==> src/sv/grc_map_mem.sv <==
`timescale 1ns / 1ps
// Map cell store: one write port, one registered read port, clearing sweep.
// Standalone; instantiated by the raycast column top level.
module grc_map_mem #(
   parameter int DEPTH  = 1024,
   parameter int DATA_W = 3
) (
   input  logic                     clock,
   input  logic                     reset,
   input  logic                     wr_en,
   input  logic [$clog2(DEPTH)-1:0] wr_addr,
   input  logic [DATA_W-1:0]        wr_data,
   input  logic [$clog2(DEPTH)-1:0] rd_addr,
   output logic [DATA_W-1:0]        rd_data,
   output logic                     clear_busy
);

   localparam int AW = $clog2(DEPTH);

   logic [DATA_W-1:0] mem [DEPTH];
   logic [DATA_W-1:0] rd_ff;
   logic [AW:0]       clr_ff, clr_in;
   logic              busy;

   assign busy   = clr_ff != (AW + 1)'(DEPTH);
   assign clr_in = busy ? clr_ff + (AW + 1)'(1) : clr_ff;

   always_ff @(posedge clock) begin
      if (reset) begin
         clr_ff <= '0;
      end else begin
         clr_ff <= clr_in;
      end
   end

   always_ff @(posedge clock) begin
      if (busy) begin
         mem[clr_ff[AW-1:0]] <= '0;
      end else if (wr_en) begin
         mem[wr_addr] <= wr_data;
      end
      rd_ff <= mem[rd_addr];
   end

   assign rd_data    = rd_ff;
   assign clear_busy = busy;

endmodule

==> config.mk <==
export PLATFORM = sky130hd
export DESIGN_NAME = grc_map_mem
export DESIGN_NICKNAME = d
export VERILOG_FILES = /design/src/sv/grc_map_mem.sv
export SDC_FILE = /design/constraint.sdc
export NUM_CORES = 2
export LEC_CHECK = 0
export BUFFER_PORTS_ARGS = -buffer_cell sky130_fd_sc_hd__clkbuf_2
export CORE_UTILIZATION = 50
export CTS_CLUSTER_SIZE = 24
export DETAILED_ROUTE_END_ITERATION = 10
export PLACE_DENSITY_LB_ADDON = 0.3
export SYNTH_ARGS = -nofsm -noshare
export SYNTH_HDL_FRONTEND = slang
export SYNTH_SLANG_ARGS = --single-unit
export TNS_END_PERCENT = 50
==> constraint.sdc <==
create_clock -name clock -period 44 [get_ports clock]
set_clock_uncertainty 0.05 [all_clocks]
set_input_delay 2.2 -clock clock [delete_from_list [all_inputs] [get_ports clock]]
set_output_delay 2.2 -clock clock [all_outputs]
set_load 0.005 [all_outputs]
==> results.md <==
- Per-cell routed wire length: between 30 and 40 um
- Initial DRC count: around 10000
- Final setup TNS: 0 ps
- Die ar.: about 0.25 mm^2
- Buf+Inv Stages, Crit Path: 4
- Worst hold path type: reg2reg
- Tightest Pin Transition: 1480 ps
- Fin util: between 50% and 60%
- Critical Path AT: 8060 ps
- Initial antenna violation count: 24
- Leading area contributor after synthesis: edfxtp_1
- Synth cell types: 77
- Via count: around 66000
- Clock Path Buffers: 4
- Top cells by area, synth: edfxtp_1 (75%), mux4_2 (12%), nor2_1 (3.3%)
- Async set-or-reset flop fraction in the synthesized netlist: 0%
- Most frequent cell after synthesis: edfxtp_1
- Clock transition at path regs: about 60 ps
- Simple-gate area share of the yosys netlist: 4.65%
- H-tree depth: 5
- Share of cells above drive strength 1: between 15 and 20%
- Die Ht: between 400 and 500 um
- Crit-path cells: buf_12, buf_4, buf_4, buf_4, mux4_2, mux4_2, nor2_1, a2111oi_0, o21ai_1, a21oi_1, a22oi_1, o2111ai_1
- Max-cap viol count: 0
- Adder-cell share of the synthesized area: less than 1%
- Root Buffer: clkbuf_16
- Core ar.: approximately 0.25 mm^2
- Dpl cells: ~9500
- Vias in the first global route: 65200
- Period utilization: between 10% and 20%
- CTS tree: yes
- Multi-input logic area: ~0.029 mm^2
- Layout Cells excl Fill: between 10000 and 15000
- CP dominant cell by count: buf_4
- Clk_lat worst skew: ~930 ps
- Crit-path max cell delay: about 790 ps
- Worst ir drop on vdd: approximately 42 uV
- Post-DRT Antenna Nets: 0
- EDFF count, synth: 3072
- Main combinational cell family by area after synthesis: multiplexers
- Crit path time final: 7360 ps
- Mapped Cells: ~6600
- Row cnt: 182
- Total CTS buffers: between 300 and 400
- Post-place setup slack: 35690 ps
- Register area share after synthesis: approximately three quarters
- Hpwl dp: just under 200000 um
- Gr ovfl total: 0
- Die extent in x: 499 um
- Yosys warning total: 0
- DR vias/cell: 6.53
- WS Path Type: in2reg
- Drt drc: 0
- Cell family with most CP delay: buffers and inverters
- Initial Util: between 50% and 60%
- Worst setup EP type: flop
- Largest net degree at the start of global routing: about 240
- Reg-to-Reg Start: clr_ff[2]
- CTS Hold Bufs: 0
- Crit path to: rd_data[0]
- FF+latch count, synth: around 3000
- Reg2reg end: mem[81][2]
- Syn nets: 6622
- Crit path launch: rd_addr[0]
- Buffers on Ports: 29
- Reg area: about 0.093 mm^2
- Crit-path max FO: 89
- # IOs: 30
- Number of cells on the critical path: 12
- Layout area overhead: 10.5%
- XOR/XNOR share of the synthesized area: less than 1%
- Final setup fails: 0
- All-Layer GR Usage: 26.9%
- Final wirelength: approximately 340000 um
- Synth Area in Compound Gates: 3.41%
- Postcts setup bufs: 0
- First-pass DRT Iterations: 6
- Syn_area_per_cell: 18.7 um^2
- P per Cell Area: 44.2 mW/mm^2
- Final slew viol count: 0
- Max Fclk: 0.136 GHz
- Final hold slack: 475 ps
- Mux contribution to synthesized area: roughly 15%
- Layout filler cell count: between 15000 and 20000
- CTS sink count: approximately 3000
- Worst Setup Start Kind: input port
- CP max stage cell: buf_4
- Leakage: around 47 nW
- Top_reg_cell synth: edfxtp_1
- Routability Congestion: around 0.87
- First-pass GRT wire length: approximately 480000 um
- Synth top area share: about three quarters
- R2r setup slk: between 30000 and 40000 ps
- Setup ws final: ~37000 ps
- Nets: about 6700
- Status: completed
- Slew margin rel.: less than 1%
- Post-Synthesis Cell Area: about 0.12 mm^2
- Worst Path Required: approximately 45000 ps
- Commonest cells in the netlist: edfxtp_1 (3072), nor2_1 (1088), mux4_2 (652)
- Final Hold Viols: 0
- Post-cts resize count: 0
- Unrepaired setup endpoints after global routing: false
- Worst R2R Path Depth: 8
## layer usage
| layer | global-route usage, % | up-vias | wire length, um |
|---|---|---|---|
| met4 | 11.1 | 10 | 15100 |
| met5 | 0 | - | 52 |
| li1 | - | 26700 | - |
| met1 | 37.8 | 34300 | 126000 |
| met3 | 5.12 | 723 | 36900 |
| met2 | 41.7 | 4184 | 157000 |
## cells in the final DEF (no fill, tap or decap), drive strengths merged, types with 70 or more instances in the layout
master | netlist | routed
a21oi | 111 | 111
buf | 263 | 175
clkbuf | 223 | 403
clkinv | 0 | 125
edfxtp | 3072 | 3072
mux2i | 329 | 329
mux4 | 657 | 657
nand2 | 156 | 156
nor2 | 1088 | 1088
o21ai | 89 | 89
o221ai | 131 | 131
o22ai | 70 | 70
## per-stage QoR
step	area (um^2)	power (mW)
after floorplan	124000	3.39
after global placement	127000	3.47
final	137000	6.03
after global routing	137000	6.16
after CTS	137000	6.05
after detailed placement	127000	3.47
## final cells by class
type	count	share of cell area, %
flip-flops and latches	3086	67.7
multi-input cells	3013	20.9
clock buffers	379	6.08
well taps	3220	2.95
clock inverters	174	1.18
repair buffers	199	1.12
inverters	9	0.0302
diodes	8	0.0147
## sequential cells by signal (all words and copies together) (netlist names)
register,count
mem,3072
clr_ff,11
rd_data,3
## power breakdown
group / switching (mW) / internal, mW / total, mW
logic: 0.144 / 0.0811 / 0.225
registers: 0.00264 / 3.18 / 3.19
clock network: 1.10 / 1.52 / 2.62
total: 1.24 / 4.79 / 6.03
## worst reg2reg max path, delay by kind of cell, from the launching register on
family	cells	cell delay [ps]
simple gates	3	1380
flops	1	400
buf+inv	5	3730
## how the worst min path moves through the flow
| stage | startpoint | endpoint | slack, ps | cells after the start |
|---|---|---|---|---|
| 2_1_floorplan | clr_ff[1] | clr_ff[1] | 440 | 2 |
| 3_3_place_gp | clr_ff[1] | clr_ff[1] | 470 | 2 |
| 3_5_place_dp | clr_ff[1] | clr_ff[1] | 470 | 2 |
| 4_1_cts | clr_ff[1] | clr_ff[1] | 480 | 2 |
| 5_1_grt | clr_ff[1] | clr_ff[1] | 540 | 2 |
| 6_report | clr_ff[1] | clr_ff[1] | 470 | 2 |
## logic make-up (layout without fill, tap and decap cells)
logic type / Yosys count / in the layout
buffers and inverters: 495 / 761
AO/OA/AOI/OAI: 600 / 600
AND/OR/NAND/NOR: 1413 / 1413
adder cells (fa/ha/maj): 2 / 2
XOR/XNOR: 9 / 9
multiplexers: 989 / 989
other: 0 / 8
flip-flops: 3086 / 3086
(Power assumes the default switching activity.)
