==> src/sv/grc_divider.sv <==
`timescale 1ns / 1ps
// Restoring divider, one quotient bit per cycle, unsigned operands.
// Standalone; shared by every division of the raycast sequencer.
module grc_divider #(
   parameter int NUM_W = 33,
   parameter int DEN_W = 40
) (
   input  logic             clock,
   input  logic             reset,
   input  logic             start,
   input  logic [NUM_W-1:0] numer,
   input  logic [DEN_W-1:0] denom,
   output logic             done,
   output logic [NUM_W-1:0] quotient
);

   localparam int CNT_W = $clog2(NUM_W + 1);

   logic [DEN_W-1:0] rem_ff, rem_in;
   logic [NUM_W-1:0] num_ff, num_in;
   logic [NUM_W-1:0] quo_ff, quo_in;
   logic [DEN_W-1:0] den_ff, den_in;
   logic [CNT_W-1:0] cnt_ff, cnt_in;
   logic             done_ff, done_in;
   logic [DEN_W:0]   trial;
   logic             fits;

   always_comb begin
      trial   = {rem_ff, num_ff[NUM_W-1]};
      fits    = trial >= {1'b0, den_ff};
      rem_in  = rem_ff;
      num_in  = num_ff;
      quo_in  = quo_ff;
      den_in  = den_ff;
      cnt_in  = cnt_ff;
      done_in = 1'b0;
      if (start) begin
         rem_in = '0;
         num_in = numer;
         den_in = denom;
         cnt_in = CNT_W'(NUM_W);
      end else if (cnt_ff != '0) begin
         rem_in  = fits ? DEN_W'(trial - {1'b0, den_ff}) : DEN_W'(trial);
         num_in  = num_ff << 1;
         quo_in  = {quo_ff[NUM_W-2:0], fits};
         cnt_in  = cnt_ff - CNT_W'(1);
         done_in = cnt_ff == CNT_W'(1);
      end
   end

   always_ff @(posedge clock) begin
      rem_ff <= rem_in;
      num_ff <= num_in;
      quo_ff <= quo_in;
      den_ff <= den_in;
      if (reset) begin
         cnt_ff  <= '0;
         done_ff <= 1'b0;
      end else begin
         cnt_ff  <= cnt_in;
         done_ff <= done_in;
      end
   end

   assign done     = done_ff;
   assign quotient = quo_ff;

endmodule

==> config.mk <==
export PLATFORM = sky130hd
export DESIGN_NAME = grc_divider
export DESIGN_NICKNAME = d
export VERILOG_FILES = /design/src/sv/grc_divider.sv
export SDC_FILE = /design/constraint.sdc
export NUM_CORES = 1
export LEC_CHECK = 0
export ABC_CLOCK_PERIOD_IN_PS = 8900
export BUFFER_PORTS_ARGS = -buffer_cell sky130_fd_sc_hd__buf_2
export CELL_PAD_IN_SITES_DETAIL_PLACEMENT = 1
export CELL_PAD_IN_SITES_GLOBAL_PLACEMENT = 2
export CORE_MARGIN = 1.5
export CORE_UTILIZATION = 41
export CTS_CLUSTER_DIAMETER = 80
export DETAILED_ROUTE_END_ITERATION = 12
export PLACE_DENSITY = 0.94
export SYNTH_ARGS = -nofsm -noshare
export SYNTH_HDL_FRONTEND = slang
export SYNTH_SLANG_ARGS = --single-unit
==> constraint.sdc <==
create_clock -name clock -period 8.9 [get_ports clock]
set_input_delay 1.78 -clock clock [delete_from_list [all_inputs] [get_ports clock]]
set_output_delay 1.78 -clock clock [all_outputs]
set_load 0.05 [all_outputs]
==> results_dict.tcl <==
set metrics [dict create \
    endpoint_kind "flip-flop" \
    die_w_um 145 \
    drc 0 \
    antenna-diode-count 0 \
    ctsHoldBuffers 0 \
    grt_usage_pct 19.8 \
    ir_drop_mv 0.152 \
    cts_tree "yes" \
    synthFlopType "edfxtp_1" \
    path_class "primary input to flip-flop" \
    htree_levels 4 \
    slew_headroom_pct 32.8 \
    slew_viol_final 0 \
    cap_violations 0 \
    synth_seq_cells 153 \
    synth_largest_area_cell "edfxtp_1" \
    reg2reg_slack_ns 5.30 \
    drive_gt1_share_pct 22.2 \
    core_sq_um 19600 \
    clock.fmax_mhz 245 \
    synth_nets 903 \
    route.detailed.wl_per_inst_um 17.1 \
    crit_fanout 57 \
    dp.final_hpwl_um 14100 \
    portBuffers 109 \
    cts-root-buf "clkbuf_16" \
    outcome "complete, no violations" \
    dr.pass1.iters 4 \
    die_area_sq_um 21000 \
    syn2layout_area_growth_pct 15.5 \
    antenna_found_initial 0 \
    cp_data_required_time_ns 9.19 \
    reg2reg_to "rem_ff[30]$_SDFFE_PP0N_" \
    finalCritPeriodShare_pct 45.9 \
    globalplace.congestion 0.829 \
    post-route-min-period_ns 4.08 \
    cts.sinks 153 \
    yosysMostFrequentCell "edfxtp_1" \
    synth-edff-count 106 \
    start_util_pct 42.1 \
    rr_startpoint "den_ff[1]$_DFFE_PP_" \
    yosysTopAreaCellShare_pct 38.6 \
    postCtsSetupBuffers 0 \
    powerDensity_nw_per_um2 278 \
    nNetsFinal 993 \
    avgSynthCellArea_sq_um 10.5 \
    p_leak_nw 3.90 \
    grt_remaining_overflow 0 \
    cts_buffers 17 \
    fin_util_pct 48.6 \
    tns_ns 0 \
    ys_async_sr_fraction_pct 0 \
    min_to "quotient[20]$_DFFE_PP_" \
    synth_area_sq_um 8250 \
    hold_violations 0 \
    num_rows 51 \
    grt_pass1_wl_um 32100 \
    seq_area_frac_synth_pct 50.0 \
    clk_latency_ns 0.43 \
    grt_setup_unrepaired "no" \
    grt_pass1_vias 6309 \
    synth_common_cells "edfxtp_1 (106), nand2_1 (69), a21oi_1 (61), inv_1 (57)" \
    viasPerCell 5.35 \
    worst-r2r-cell-count 11 \
    drtIter0Drc 285 \
    worstMarginPinSlew_ns 1.01 \
    setup.worst_path.start_class "primary input" \
    synth_cell_types 72 \
    ios 110 \
    ant_nets 0 \
    synth_area_leaders "edfxtp_1 (39%), dfxtp_1 (11%), ha_1 (6.5%)" \
    arrival_ns 4.37 \
    setup_viol 0 \
    min-delay-start "quotient[19]$_DFFE_PP_" \
    finClkSkew_ns 0.0106 \
    netlist_instances 783 \
    grt_max_degree 58 \
    cts_resized 0 \
    routed_wl_um 19600 \
    num_vias 6154 \
    hold_depth 0 \
    clkTransAtPathRegs_ns 0.07 \
    hold_class "flip-flop to flip-flop" \
    die_y_um 145 \
    ys_warn_count 0 \
    cts_buffer_depth 2 \
]
worst max-delay path, cell delays in order:
cell and delay (ns):
buf_4 0.48, buf_4 0.65, inv_1 0.17, nand2_1 0.26
inv_1 0.25, buf_4 0.34, nand3_1 0.14, mux2_2 0.15
o211ai_1 0.08
routing by layer:
metal | up-vias | global-route usage (%) | part of all wire [%]
li1 | 3050 | - | -
met1 | 2989 | 26.5 | 48
met2 | 97 | 32.2 | 47
met3 | 18 | 4.87 | 4.0
met4 | 0 | 4.84 | 1.0
met5 | - | 0 | 0
state kept, by name, indices dropped and copies added, names as in the netlist:
name,cells
done,1
rem_ff,40
den_ff,40
cnt_ff,6
quotient,33
num_ff,33
power by group:
group / switching [mW] / internal [mW] / total (mW)
Combinational: 0.594 / 0.349 / 0.943
Sequential: 0.0751 / 0.906 / 0.981
Clock: 0.330 / 0.397 / 0.727
logic make-up (layout without fill, tap and decap cells):
kind of cell	Yosys count	after routing	share of synthesized area (%)
AOI/OAI and AO/OA	215	215	17.5
xor gates and xnor gates	36	36	3.82
adders and majority gates	44	44	6.77
muxes	42	42	5.61
DFF	153	153	50.0
buffers and inverters	100	203	5.20
and+or+nand+nor	193	193	11.1
final cells by class:
cell class | instances | area [sq um]
Inverter | 58 | 218
Sequential cell | 153 | 4120
Tap cell | 265 | 332
Clock inverter | 15 | 156
Clock buffer | 17 | 425
Timing Repair Buffer | 113 | 578
Fill cell | 2199 | 10100
Multi-Input combinational cell | 530 | 3700
worst max-delay path by stage:
stage / from / end / slack, ns / depth (start not counted)
floorplan: start / rem_ff[37]$_SDFFE_PP0N_ / 5.12 / 6
global route: start / rem_ff[39]$_SDFFE_PP0N_ / 4.49 / 9
CTS: start / rem_ff[39]$_SDFFE_PP0N_ / 4.78 / 9
global placement: start / rem_ff[39]$_SDFFE_PP0N_ / 4.41 / 9
finish: start / rem_ff[39]$_SDFFE_PP0N_ / 4.82 / 9
detailed placement: start / rem_ff[39]$_SDFFE_PP0N_ / 4.32 / 9
layout by cell type (no fill, tap or decap), types with 4 or more instances in the layout:
cell	count
buf_2	108
edfxtp_1	106
nand2_1	68
a21oi_1	61
inv_1	57
nor2_1	47
dfxtp_1	47
ha_1	43
mux2_2	34
o21ai_0	25
xnor2_1	23
a211oi_1	22
nand3_1	19
a21o_1	17
clkbuf_16	17
o21ai_1	16
o211ai_1	13
xor2_1	13
nor3_1	12
nand4_1	10
and3_1	9
o21bai_1	8
mux2i_1	8
a31oi_1	7
o21a_1	6
o2111ai_1	5
and2_1	5
a211o_1	5
buf_4	5
inv_6	4
inv_8	4
per-stage QoR:
step / worst slack (ns) / hold slack [ns] / instances / total power [mW] / cell area [sq um]
floorplan: 5.12 / 0.444 / 783 / 1.72 / 8250
global placement: 4.41 / 0.428 / 1119 / 1.91 / 8950
detailed placement: 4.32 / 0.432 / 1119 / 1.93 / 8950
CTS: 4.78 / 0.454 / 1151 / 2.68 / 9530
global route: 4.49 / 0.469 / 1151 / 2.82 / 9530
finish: 4.82 / 0.448 / 1151 / 2.65 / 9530
Note: power is estimated with default switching activity, not from simulation.
